$ cat src/design/tensor_symmetry_address_generator_unit_defines.svh
// Assertion macros for the address generator RTL.
`ifndef TENSOR_SYMMETRY_ADDRESS_GENERATOR_UNIT_DEFINES_SVH
`define TENSOR_SYMMETRY_ADDRESS_GENERATOR_UNIT_DEFINES_SVH

// Same-cycle implication, disabled while reset is asserted.
`define TSAG_ASSERT_SAME(label, clk_sig, rst_sig, ante, cons, msg) \
	label: assert property (@(posedge clk_sig) disable iff (!rst_sig) (ante) |-> (cons)) \
		else $error(msg);

// Next-cycle implication, disabled while reset is asserted.
`define TSAG_ASSERT_NEXT(label, clk_sig, rst_sig, ante, cons, msg) \
	label: assert property (@(posedge clk_sig) disable iff (!rst_sig) (ante) |=> (cons)) \
		else $error(msg);

`endif

$ cat src/design/tsag_pkg.sv
// Shared types and constants of the tensor symmetry address generator.
package tsag_pkg;

	localparam int IDX_W       = 24;
	localparam int CFG_IDX_W   = 3;
	localparam int CFG_DATA_W  = 9;
	localparam int BATCH_REG_W = 9;
	localparam int SIDE_REG_W  = 6;
	localparam int CHAN_REG_W  = 7;
	localparam int SYM_W       = 3;

	// symmetry code bits
	localparam logic [SYM_W-1:0] SYM_TRANSPOSE = 3'h4;
	localparam logic [SYM_W-1:0] SYM_FLIP_X    = 3'h2;
	localparam logic [SYM_W-1:0] SYM_FLIP_Y    = 3'h1;

	// channel pair swapped under a single flip when the channel count is SWAP_PLANE_COUNT
	localparam int CHAN_SWAP_A = 6;
	localparam int CHAN_SWAP_B = 7;

	typedef enum logic [CFG_IDX_W-1:0] {
		REG_BATCH_COUNT   = 3'd0,
		REG_HEIGHT        = 3'd1,
		REG_WIDTH         = 3'd2,
		REG_CHANNEL_COUNT = 3'd3,
		REG_LAYOUT_NHWC   = 3'd4,
		REG_SYMMETRY_CODE = 3'd5,
		REG_REVERSE_COPY  = 3'd6
	} cfg_reg_t;

	// multiply-add pass, outermost dimension first
	typedef enum logic [1:0] {
		STEP_OUTER = 2'd0,
		STEP_MID   = 2'd1,
		STEP_INNER = 2'd2
	} mac_step_t;

	typedef struct packed {
		logic      load;
		logic      mac_en;
		mac_step_t step;
		logic      push;
	} tsag_cmd_t;

	typedef struct packed {
		logic out_free;
	} tsag_status_t;

endpackage

$ cat src/design/tsag_cfg_regs.sv
// Configuration registers and clamped effective counts.
module tsag_cfg_regs #(
	parameter int MAX_SIDE     = 32,
	parameter int MAX_BATCH    = 256,
	parameter int MAX_CHANNELS = 64,
	localparam int NBW = $clog2(MAX_BATCH + 1),
	localparam int NSW = $clog2(MAX_SIDE + 1),
	localparam int NCW = $clog2(MAX_CHANNELS + 1)
) (
	input  logic                                clk,
	input  logic                                arst_n,
	input  logic                                cfg_valid,
	output logic                                cfg_ready,
	input  logic [tsag_pkg::CFG_IDX_W-1:0]      cfg_index,
	input  logic [tsag_pkg::CFG_DATA_W-1:0]     cfg_data,
	output logic [NBW-1:0]                      nb,
	output logic [NSW-1:0]                      nh,
	output logic [NSW-1:0]                      nw,
	output logic [NCW-1:0]                      nc,
	output logic                                layout_nhwc,
	output logic [tsag_pkg::SYM_W-1:0]          symmetry_code,
	output logic                                reverse_copy
);
	import tsag_pkg::*;

	logic [BATCH_REG_W-1:0] batch_count_q;
	logic [SIDE_REG_W-1:0]  height_q;
	logic [SIDE_REG_W-1:0]  width_q;
	logic [CHAN_REG_W-1:0]  channel_count_q;
	logic                   layout_nhwc_q;
	logic [SYM_W-1:0]       symmetry_code_q;
	logic                   reverse_copy_q;

	assign cfg_ready = 1'b1;

	always_ff @(posedge clk or negedge arst_n) begin
		if (!arst_n) begin
			batch_count_q   <= BATCH_REG_W'(1);
			height_q        <= SIDE_REG_W'(1);
			width_q         <= SIDE_REG_W'(1);
			channel_count_q <= CHAN_REG_W'(1);
			layout_nhwc_q   <= 1'b0;
			symmetry_code_q <= '0;
			reverse_copy_q  <= 1'b0;
		end else if (cfg_valid && cfg_ready) begin
			case (cfg_reg_t'(cfg_index))
				REG_BATCH_COUNT:   batch_count_q   <= cfg_data[BATCH_REG_W-1:0];
				REG_HEIGHT:        height_q        <= cfg_data[SIDE_REG_W-1:0];
				REG_WIDTH:         width_q         <= cfg_data[SIDE_REG_W-1:0];
				REG_CHANNEL_COUNT: channel_count_q <= cfg_data[CHAN_REG_W-1:0];
				REG_LAYOUT_NHWC:   layout_nhwc_q   <= cfg_data[0];
				REG_SYMMETRY_CODE: symmetry_code_q <= cfg_data[SYM_W-1:0];
				REG_REVERSE_COPY:  reverse_copy_q  <= cfg_data[0];
				default: ;
			endcase
		end
	end

	// zero counts act as one, oversized counts saturate at the limit
	always_comb begin
		if (batch_count_q == '0)
			nb = NBW'(1);
		else if (32'(batch_count_q) > MAX_BATCH)
			nb = NBW'(MAX_BATCH);
		else
			nb = NBW'(batch_count_q);

		if (height_q == '0)
			nh = NSW'(1);
		else if (32'(height_q) > MAX_SIDE)
			nh = NSW'(MAX_SIDE);
		else
			nh = NSW'(height_q);

		if (width_q == '0)
			nw = NSW'(1);
		else if (32'(width_q) > MAX_SIDE)
			nw = NSW'(MAX_SIDE);
		else
			nw = NSW'(width_q);

		if (channel_count_q == '0)
			nc = NCW'(1);
		else if (32'(channel_count_q) > MAX_CHANNELS)
			nc = NCW'(MAX_CHANNELS);
		else
			nc = NCW'(channel_count_q);
	end

	assign layout_nhwc   = layout_nhwc_q;
	assign symmetry_code = symmetry_code_q;
	assign reverse_copy  = reverse_copy_q;

endmodule

$ cat src/design/tsag_ctrl.sv
// Sequencer: load, three multiply-add passes, output hand-off.
module tsag_ctrl (
	input  logic                    clk,
	input  logic                    arst_n,
	input  logic                    s_tvalid,
	output logic                    s_tready,
	input  tsag_pkg::tsag_status_t  status,
	output tsag_pkg::tsag_cmd_t     cmd
);
	import tsag_pkg::*;

	typedef enum logic [1:0] {
		ST_IDLE,
		ST_MAC,
		ST_PUSH
	} state_t;

	state_t    state_q;
	mac_step_t step_q;

	always_ff @(posedge clk or negedge arst_n) begin
		if (!arst_n) begin
			state_q <= ST_IDLE;
			step_q  <= STEP_OUTER;
		end else begin
			case (state_q)
				ST_IDLE: begin
					if (s_tvalid) begin
						state_q <= ST_MAC;
						step_q  <= STEP_OUTER;
					end
				end
				ST_MAC: begin
					case (step_q)
						STEP_OUTER: step_q <= STEP_MID;
						STEP_MID:   step_q <= STEP_INNER;
						default: begin
							step_q  <= STEP_OUTER;
							state_q <= ST_PUSH;
						end
					endcase
				end
				ST_PUSH: begin
					if (status.out_free)
						state_q <= ST_IDLE;
				end
				default: state_q <= ST_IDLE;
			endcase
		end
	end

	assign s_tready = (state_q == ST_IDLE);

	always_comb begin
		cmd        = '0;
		cmd.load   = s_tready && s_tvalid;
		cmd.mac_en = (state_q == ST_MAC);
		cmd.step   = step_q;
		cmd.push   = (state_q == ST_PUSH) && status.out_free;
	end

endmodule

$ cat src/design/tsag_dpath.sv
// Walk counters, symmetry mapping, index multiply-add units and output register.
module tsag_dpath #(
	parameter int MAX_SIDE         = 32,
	parameter int MAX_BATCH        = 256,
	parameter int MAX_CHANNELS     = 64,
	parameter int SWAP_PLANE_COUNT = 22,
	localparam int NBW = $clog2(MAX_BATCH + 1),
	localparam int NSW = $clog2(MAX_SIDE + 1),
	localparam int NCW = $clog2(MAX_CHANNELS + 1)
) (
	input  logic                             clk,
	input  logic                             arst_n,
	input  tsag_pkg::tsag_cmd_t              cmd,
	output tsag_pkg::tsag_status_t           status,
	input  logic                             restart,
	input  logic [NBW-1:0]                   nb,
	input  logic [NSW-1:0]                   nh,
	input  logic [NSW-1:0]                   nw,
	input  logic [NCW-1:0]                   nc,
	input  logic                             layout_nhwc,
	input  logic [tsag_pkg::SYM_W-1:0]       symmetry_code,
	input  logic                             reverse_copy,
	output logic                             m_tvalid,
	input  logic                             m_tready,
	output logic [2*tsag_pkg::IDX_W-1:0]     m_tdata,
	output logic                             m_tlast,
	output logic [0:0]                       m_tuser
);
	import tsag_pkg::*;

	localparam int BW  = (MAX_BATCH > 1) ? $clog2(MAX_BATCH) : 1;
	localparam int SW  = $clog2(MAX_SIDE);
	localparam int CHW = $clog2(MAX_CHANNELS);
	localparam int KW  = (NSW > NCW) ? NSW : NCW;

	// walk position
	logic [BW-1:0]  batch_pos_q;
	logic [SW-1:0]  row_pos_q;
	logic [SW-1:0]  col_pos_q;
	logic [CHW-1:0] chan_pos_q;

	// latched element coordinates
	logic [SW-1:0]  y_q, x_q, sy_q, sx_q;
	logic [CHW-1:0] c_q, sc_q;
	logic           last_q, err_q;

	logic [IDX_W-1:0] raw_acc_q, sym_acc_q;

	logic             m_tvalid_q;
	logic [2*IDX_W-1:0] m_tdata_q;
	logic             m_tlast_q;
	logic             m_tuser_q;

	// position fit
	logic [NBW-1:0] bp_ext;
	logic [NSW-1:0] rp_ext, cp_ext;
	logic [NCW-1:0] chp_ext;
	logic [BW-1:0]  n;
	logic [SW-1:0]  y, x;
	logic [CHW-1:0] c;

	always_comb begin
		bp_ext  = restart ? '0 : NBW'(batch_pos_q);
		rp_ext  = restart ? '0 : NSW'(row_pos_q);
		cp_ext  = restart ? '0 : NSW'(col_pos_q);
		chp_ext = restart ? '0 : NCW'(chan_pos_q);
		n = (bp_ext  >= nb) ? BW'(nb - NBW'(1))  : BW'(bp_ext);
		y = (rp_ext  >= nh) ? SW'(nh - NSW'(1))  : SW'(rp_ext);
		x = (cp_ext  >= nw) ? SW'(nw - NSW'(1))  : SW'(cp_ext);
		c = (chp_ext >= nc) ? CHW'(nc - NCW'(1)) : CHW'(chp_ext);
	end

	// next position, channel innermost
	logic [NCW-1:0] c_inc;
	logic [NSW-1:0] x_inc, y_inc;
	logic [NBW-1:0] n_inc;
	logic           wrap_c, wrap_x, wrap_y, wrap_n;
	logic [BW-1:0]  n_nx;
	logic [SW-1:0]  y_nx, x_nx;
	logic [CHW-1:0] c_nx;

	always_comb begin
		c_inc  = NCW'(c) + NCW'(1);
		x_inc  = NSW'(x) + NSW'(1);
		y_inc  = NSW'(y) + NSW'(1);
		n_inc  = NBW'(n) + NBW'(1);
		wrap_c = (c_inc >= nc);
		wrap_x = (x_inc >= nw);
		wrap_y = (y_inc >= nh);
		wrap_n = (n_inc >= nb);
		c_nx = wrap_c ? '0 : CHW'(c_inc);
		x_nx = x;
		y_nx = y;
		n_nx = n;
		if (wrap_c) begin
			x_nx = wrap_x ? '0 : SW'(x_inc);
			if (wrap_x) begin
				y_nx = wrap_y ? '0 : SW'(y_inc);
				if (wrap_y)
					n_nx = wrap_n ? '0 : BW'(n_inc);
			end
		end
	end

	// symmetry mapping: transpose, then column flip, then row flip
	logic           tr, fx, fy, err, swap, last;
	logic [SW-1:0]  tx, ty, sx, sy;
	logic [CHW-1:0] sc;

	always_comb begin
		tr   = (symmetry_code & SYM_TRANSPOSE) != '0;
		fx   = (symmetry_code & SYM_FLIP_X) != '0;
		fy   = (symmetry_code & SYM_FLIP_Y) != '0;
		err  = tr && (nh != nw);
		tx   = tr ? y : x;
		ty   = tr ? x : y;
		sx   = fx ? SW'(nw - NSW'(1) - NSW'(tx)) : tx;
		sy   = fy ? SW'(nh - NSW'(1) - NSW'(ty)) : ty;
		swap = (32'(nc) == SWAP_PLANE_COUNT) && (fx != fy);
		sc   = c;
		if (swap && c == CHW'(CHAN_SWAP_A))
			sc = CHW'(CHAN_SWAP_B);
		else if (swap && c == CHW'(CHAN_SWAP_B))
			sc = CHW'(CHAN_SWAP_A);
		last = (NBW'(n) == nb - NBW'(1)) && (NSW'(y) == nh - NSW'(1)) &&
			(NSW'(x) == nw - NSW'(1)) && (NCW'(c) == nc - NCW'(1));
	end

	always_ff @(posedge clk or negedge arst_n) begin
		if (!arst_n) begin
			batch_pos_q <= '0;
			row_pos_q   <= '0;
			col_pos_q   <= '0;
			chan_pos_q  <= '0;
		end else if (cmd.load) begin
			batch_pos_q <= n_nx;
			row_pos_q   <= y_nx;
			col_pos_q   <= x_nx;
			chan_pos_q  <= c_nx;
		end
	end

	always_ff @(posedge clk) begin
		if (cmd.load) begin
			y_q    <= y;
			x_q    <= x;
			c_q    <= c;
			sy_q   <= err ? y : sy;
			sx_q   <= err ? x : sx;
			sc_q   <= err ? c : sc;
			last_q <= last;
			err_q  <= err;
		end
	end

	// multiply-add operands per pass and layout
	logic [KW-1:0]    k;
	logic [IDX_W-1:0] raw_add, sym_add;

	always_comb begin
		case (cmd.step)
			STEP_OUTER: begin
				k       = layout_nhwc ? KW'(nh) : KW'(nc);
				raw_add = layout_nhwc ? IDX_W'(y_q)  : IDX_W'(c_q);
				sym_add = layout_nhwc ? IDX_W'(sy_q) : IDX_W'(sc_q);
			end
			STEP_MID: begin
				k       = layout_nhwc ? KW'(nw) : KW'(nh);
				raw_add = layout_nhwc ? IDX_W'(x_q)  : IDX_W'(y_q);
				sym_add = layout_nhwc ? IDX_W'(sx_q) : IDX_W'(sy_q);
			end
			STEP_INNER: begin
				k       = layout_nhwc ? KW'(nc) : KW'(nw);
				raw_add = layout_nhwc ? IDX_W'(c_q)  : IDX_W'(x_q);
				sym_add = layout_nhwc ? IDX_W'(sc_q) : IDX_W'(sx_q);
			end
			default: begin
				k       = '0;
				raw_add = '0;
				sym_add = '0;
			end
		endcase
	end

	always_ff @(posedge clk) begin
		if (cmd.load) begin
			raw_acc_q <= IDX_W'(n);
			sym_acc_q <= IDX_W'(n);
		end else if (cmd.mac_en) begin
			raw_acc_q <= raw_acc_q * IDX_W'(k) + raw_add;
			sym_acc_q <= sym_acc_q * IDX_W'(k) + sym_add;
		end
	end

	// output register
	always_ff @(posedge clk or negedge arst_n) begin
		if (!arst_n)
			m_tvalid_q <= 1'b0;
		else if (cmd.push)
			m_tvalid_q <= 1'b1;
		else if (m_tready)
			m_tvalid_q <= 1'b0;
	end

	always_ff @(posedge clk) begin
		if (cmd.push) begin
			m_tdata_q <= reverse_copy ? {raw_acc_q, sym_acc_q} : {sym_acc_q, raw_acc_q};
			m_tlast_q <= last_q;
			m_tuser_q <= err_q;
		end
	end

	assign status.out_free = !m_tvalid_q || m_tready;
	assign m_tvalid   = m_tvalid_q;
	assign m_tdata    = m_tdata_q;
	assign m_tlast    = m_tlast_q;
	assign m_tuser[0] = m_tuser_q;

endmodule

$ cat src/design/tensor_symmetry_address_generator_unit.sv
// A request runs through load, three multiply-add passes of the raw and symmetric index units
//   (outer, middle, inner dimension) and the hand-off, which waits while the output register is
//   full and not drained; m_tvalid rises after the hand-off, and no new request is taken before it.
// The next request is taken while an earlier result still sits in the output register.
// Reset (arst_n low, asynchronous): walk returns to element zero, counts go to one, layout,
//   symmetry and direction to zero, and no result is pending.
module tensor_symmetry_address_generator_unit #(
	parameter int MAX_SIDE         = 32,
	parameter int MAX_BATCH        = 256,
	parameter int MAX_CHANNELS     = 64,
	parameter int SWAP_PLANE_COUNT = 22
) (
	input  logic                                clk,
	input  logic                                arst_n,
	// request side
	input  logic                                s_tvalid,
	output logic                                s_tready,
	input  logic [7:0]                          s_tdata,   // [0] restart, [7:1] zero
	// result side
	output logic                                m_tvalid,
	input  logic                                m_tready,
	output logic [2*tsag_pkg::IDX_W-1:0]        m_tdata,   // [23:0] source_index, [47:24] dest_index
	output logic                                m_tlast,   // last_element
	output logic [0:0]                          m_tuser,   // [0] size_error
	// register writes
	input  logic                                cfg_valid,
	output logic                                cfg_ready,
	input  logic [tsag_pkg::CFG_IDX_W-1:0]      cfg_index,
	input  logic [tsag_pkg::CFG_DATA_W-1:0]     cfg_data
);
	import tsag_pkg::*;

`include "tensor_symmetry_address_generator_unit_defines.svh"

	localparam int NBW = $clog2(MAX_BATCH + 1);
	localparam int NSW = $clog2(MAX_SIDE + 1);
	localparam int NCW = $clog2(MAX_CHANNELS + 1);

	// effective (clamped) sizes: user keeps stable while a request is in flight, not enforced
	logic [NBW-1:0]   nb;
	logic [NSW-1:0]   nh, nw;
	logic [NCW-1:0]   nc;
	logic             layout_nhwc;
	logic [SYM_W-1:0] symmetry_code;
	logic             reverse_copy;

	tsag_cmd_t    cmd;
	tsag_status_t status;

	tsag_cfg_regs #(
		.MAX_SIDE     (MAX_SIDE),
		.MAX_BATCH    (MAX_BATCH),
		.MAX_CHANNELS (MAX_CHANNELS)
	) u_cfg (
		.clk           (clk),
		.arst_n        (arst_n),
		.cfg_valid     (cfg_valid),
		.cfg_ready     (cfg_ready),
		.cfg_index     (cfg_index),
		.cfg_data      (cfg_data),
		.nb            (nb),
		.nh            (nh),
		.nw            (nw),
		.nc            (nc),
		.layout_nhwc   (layout_nhwc),
		.symmetry_code (symmetry_code),
		.reverse_copy  (reverse_copy)
	);

	// sequencer: owns s_tready and steps the datapath
	tsag_ctrl u_ctrl (
		.clk      (clk),
		.arst_n   (arst_n),
		.s_tvalid (s_tvalid),
		.s_tready (s_tready),
		.status   (status),
		.cmd      (cmd)
	);

	// walk counters, symmetry map, raw and symmetric index units, output register
	tsag_dpath #(
		.MAX_SIDE         (MAX_SIDE),
		.MAX_BATCH        (MAX_BATCH),
		.MAX_CHANNELS     (MAX_CHANNELS),
		.SWAP_PLANE_COUNT (SWAP_PLANE_COUNT)
	) u_dpath (
		.clk           (clk),
		.arst_n        (arst_n),
		.cmd           (cmd),
		.status        (status),
		.restart       (s_tdata[0]),
		.nb            (nb),
		.nh            (nh),
		.nw            (nw),
		.nc            (nc),
		.layout_nhwc   (layout_nhwc),
		.symmetry_code (symmetry_code),
		.reverse_copy  (reverse_copy),
		.m_tvalid      (m_tvalid),
		.m_tready      (m_tready),
		.m_tdata       (m_tdata),
		.m_tlast       (m_tlast),
		.m_tuser       (m_tuser)
	);

	// one request in flight at a time
	`TSAG_ASSERT_NEXT(a_busy_after_accept, clk, arst_n, s_tvalid && s_tready, !s_tready, "request accepted while busy")
	// a result only appears out of the hand-off state
	`TSAG_ASSERT_SAME(a_result_from_work, clk, arst_n, $rose(m_tvalid), !$past(s_tready), "result without work")
	// size error means no symmetry: both indices are the raw one
	`TSAG_ASSERT_SAME(a_error_raw_pair, clk, arst_n, m_tvalid && m_tuser[0], m_tdata[23:0] == m_tdata[47:24], "size error with differing indices")

endmodule

$ cat config.mk
export PLATFORM = sky130hd
export DESIGN_NAME = tensor_symmetry_address_generator_unit
export DESIGN_NICKNAME = d
export VERILOG_FILES = /design/src/design/tsag_pkg.sv /design/src/design/tsag_cfg_regs.sv /design/src/design/tsag_ctrl.sv /design/src/design/tsag_dpath.sv /design/src/design/tensor_symmetry_address_generator_unit.sv
export VERILOG_INCLUDE_DIRS = /design/src /design/src/design
export SDC_FILE = /design/constraint.sdc
export NUM_CORES = 1
export LEC_CHECK = 0
export ABC_AREA = 1
export BUFFER_PORTS_ARGS = -buffer_cell sky130_fd_sc_hd__buf_2
export CORE_MARGIN = 5
export CORE_UTILIZATION = 55
export CTS_BUF_LIST = sky130_fd_sc_hd__clkbuf_8
export CTS_CLUSTER_DIAMETER = 100
export DETAILED_ROUTE_END_ITERATION = 10
export PLACE_DENSITY = 0.76
export SYNTH_ARGS = -nofsm -noshare
export SYNTH_HDL_FRONTEND = slang
export SYNTH_SLANG_ARGS = --single-unit
$ cat constraint.sdc
create_clock -name clk -period 6.4 [get_ports clk]
set_input_delay 0.32 -clock clk [delete_from_list [all_inputs] [get_ports clk]]
set_output_delay 0.32 -clock clk [all_outputs]
set_load 0.01 [all_outputs]
==> impl_metrics.csv <==
group,metric,value,unit
worst_setup_path,r2r_cells,27,
floorplanning,core,38600,µm²
timing,relSlewSlack,43.3,%
timing,setup_viol,0,
grt,grt_max_degree,97,
clocking,clock-sinks,194,
clocking,cts_tree,"yes",
synth,synthDistinctLibCells,63,
floorplanning,io_pins,78,
worst_setup_path,slowest_stage,"inv_2",
placement,dp.cells,3372,
timing,fin_crit_sh,94.6,%
grt,grt_pass1_vias,18937,
timing,max_freq,165,MHz
synth,synth_common_cells,"nand2_1, inv_1, nor2_1",
placement,post-dp-hpwl,47000,µm
timing,finClkSkew,0.0343,ns
drt,wl,60300,µm
synth,synth_enable_flop_cells,100,
synth,async_flop_share,32.0,%
synth,synth_nets,3221,
final_layout,drive_gt1_share,8.17,%
status,status,"finished, final reports clean",
worst_setup_path,arrival,6.45,ns
synth,ys_seq_area_share,24.3,%
synth,synthFlopType,"edfxtp_1",
grt,antenna_found_initial,0,
floorplanning,initial_utilization,55.5,%
worst_setup_path,crit_type,"reg2reg",
clocking,path_clk_slew,0.12,ns
timing,hold_viol_final,0,
drt,viasPerCell,5.54,
synth,yosys_warnings,0,
worst_setup_path,r2r_slack,0.35,ns
worst_hold_path,min_path_type,"in2reg",
final_layout,syn2layout_area_growth,6.61,%
clocking,worstSkewPairLatency,0.54,ns
clocking,cts-htree-levels,4,
timing,min_period,6.05,ns
worst_hold_path,holdPathStages,3,
grt,overflow,0,
worst_setup_path,crit_family,"adder cells",
worst_setup_path,cp-end-kind,"flop",
drt,ant_nets,0,
floorplanning,placementRows,72,
timing,tightestPinTransition,0.842,ns
final_layout,finalNonFillerCells,3408,
worst_hold_path,min_to,"u_cfg.batch_count_q[8]$_DFFE_PN0P_",
timing,rsz0062_at_grt,"no",
floorplanning,dieHeight,207,µm
drt,detail_route.first_pass.iterations,7,
synth,synth_area,21400,µm²
clocking,cts-root-buf,"clkbuf_8",
worst_hold_path,hold_start,"cfg_data[8]",
floorplanning,dieArea,43000,µm²
timing,slew_violations,0,
placement,io_buffers,69,
floorplanning,die_w,207,µm
worst_setup_path,slowest_delay,0.63,ns
worst_setup_path,startpoint_type,"flop",
drt,num_vias,18893,
worst_setup_path,cp_common_cell,"nand2_1",
placement,place.gp.congestion,0.934,
final_layout,fin_util,59.2,%
grt,grt_use_total,27.7,%
job,max-cap-violations,0,
drt,drt_iter0_drc,1823,
synth,synth_area_per_cell,7.56,µm²
final_layout,antenna_cells,0,
clocking,ctsLongestPathBuffers,2,
synth,syn_inst,2830,
final_layout,num-nets-final,3268,
timing,fin_setup_tns,0,ns
synth,netlist_top_cells_area,"fa_1, edfxtp_1, nand2_1, inv_1, ha_1",
worst_setup_path,worst-path-buf-inv,6,
synth,synth_top_area_share,18.3,%
grt,grt_pass1_wl,96600,µm
synth,synth_top_cell_by_area,"fa_1",
synth,yosysMostFrequentCell,"nand2_1",
drt,wl_per_cell,17.7,µm
synth,ys_ff_latch,194,
worst_setup_path,r2r-start,"u_cfg.width_q[5]$_DFFE_PN0P_",
worst_setup_path,cp_max_fo,30,
drt,drc,0,
clocking,cts_made_buffers,17,
worst_setup_path,crit_required,6.80,ns
worst_setup_path,rr_endpoint,"u_dpath.raw_acc_q[20]$_SDFFE_PP0P_",
-- per-layer routing --
metal	track usage (%)	vias up	routed length, µm
met3	4.02	184	4740
met1	35.4	8947	24300
met4	13.7	0	3190
met5	0	-	0
li1	-	8882	-
met2	46.2	880	28000
-- metrics by stage --
step | hold WS, ns | worst slack (ns) | area, µm²
2_1_floorplan | 0.0244 | 1.25 | 21400
3_3_place_gp | 0.409 | 0.487 | 22400
3_5_place_dp | 0.410 | 0.412 | 22400
4_1_cts | 0.00808 | 0.357 | 22800
5_1_grt | 0.0286 | 0.00953 | 22800
6_report | 0.0328 | 0.348 | 22800
-- area by class of cell --
type	count	area (µm²)
tap	518	648
clock buffer	17	234
timing repair buffer	105	656
fill	3543	15700
inverter	629	2370
clock inverter	15	189
sequential	194	5200
multi-input combinational	1930	13500
-- cells in the final DEF (no fill, tap or decap), types with 9 or more instances in the layout --
cell	instances
buf_2	69
ha_1	170
dfxtp_1	32
o21ai_0	158
o21ai_2	9
buf_4	32
nor3_1	15
xnor2_1	13
nand2_2	20
nand4_1	24
fa_1	196
inv_1	608
nand3_1	116
nor2_1	275
edfxtp_1	100
xor2_1	35
clkbuf_8	17
inv_2	17
o21ai_1	17
o21bai_1	13
o211ai_1	21
a22oi_1	9
nand3b_1	11
a21oi_1	92
dfrtp_1	56
o22ai_1	15
nand2_1	625
-- sequential cells by signal, indices dropped and copies added (netlist names), 6 cells and up --
name / flops
u_cfg.width_q: 6
u_dpath.c_q: 6
u_cfg.channel_count_q: 7
u_dpath.m_tdata: 48
u_dpath.raw_acc_q: 24
u_cfg.batch_count_q: 9
u_dpath.batch_pos_q: 8
u_dpath.sc_q: 6
u_dpath.chan_pos_q: 6
u_cfg.height_q: 6
u_dpath.sym_acc_q: 24
-- logic make-up after synthesis --
group | share of synthesized area [%]
AOI/OAI and AO/OA | 10.3
buffers and inverters | 12.7
adders and majority gates | 28.3
xor gates and xnor gates | 2.04
and+or+nand+nor | 22.4
other | 0.0175
DFF | 24.3
-- worst reg2reg max path, cell delays in order (launching register included) --
cell and delay (ns):
dfrtp_1 0.61, buf_4 0.22, nor2_1 0.05, nand3_1 0.08, nand2_2 0.15, nand2_1 0.13
nand3_2 0.26, inv_2 0.64, buf_4 0.38, nor2_1 0.10, ha_1 0.33, fa_1 0.54
inv_1 0.05, fa_1 0.47, inv_1 0.05, ha_1 0.33, a21oi_1 0.23, o21ai_0 0.13
nand2_1 0.09, nand3_1 0.10, a21oi_1 0.21, inv_1 0.08, nand2_1 0.07, nand2_1 0.08
nand2_1 0.07, nand2_1 0.06, o21ai_0 0.27, o21ai_0 0.14
-- worst max-delay path by stage --
| stage | start | endpoint | slack (ns) | cells past startpoint |
|---|---|---|---|---|
| 2_1_floorplan | u_cfg.width_q[5]$_DFFE_PN0P_ | u_dpath.sym_acc_q[17]$_SDFFE_PP0P_ | 1.25 | 28 |
| 3_3_place_gp | u_cfg.layout_nhwc$_DFFE_PN0P_ | u_dpath.raw_acc_q[20]$_SDFFE_PP0P_ | 0.49 | 27 |
| 3_5_place_dp | u_cfg.layout_nhwc$_DFFE_PN0P_ | u_dpath.raw_acc_q[20]$_SDFFE_PP0P_ | 0.41 | 27 |
| 4_1_cts | u_cfg.layout_nhwc$_DFFE_PN0P_ | u_dpath.raw_acc_q[20]$_SDFFE_PP0P_ | 0.36 | 27 |
| 5_1_grt | u_ctrl.step_q[1]$_DFFE_PN0P_ | u_dpath.raw_acc_q[20]$_SDFFE_PP0P_ | 0.01 | 28 |
| 6_report | u_cfg.width_q[5]$_DFFE_PN0P_ | u_dpath.raw_acc_q[20]$_SDFFE_PP0P_ | 0.35 | 27 |
-- what timing repair did --
action | CTS | global route
hold endpoints to repair | 35 | 0
resized for setup | 0 | 2
hold buffers | 1 | 0
buffers inserted | 0 | 2
endpoints found under the setup margin | 0 | 1
Power is left out: the tool's default activity adds up to more than one toggle a clock period on the data nets, which glitch-free logic cannot reach.
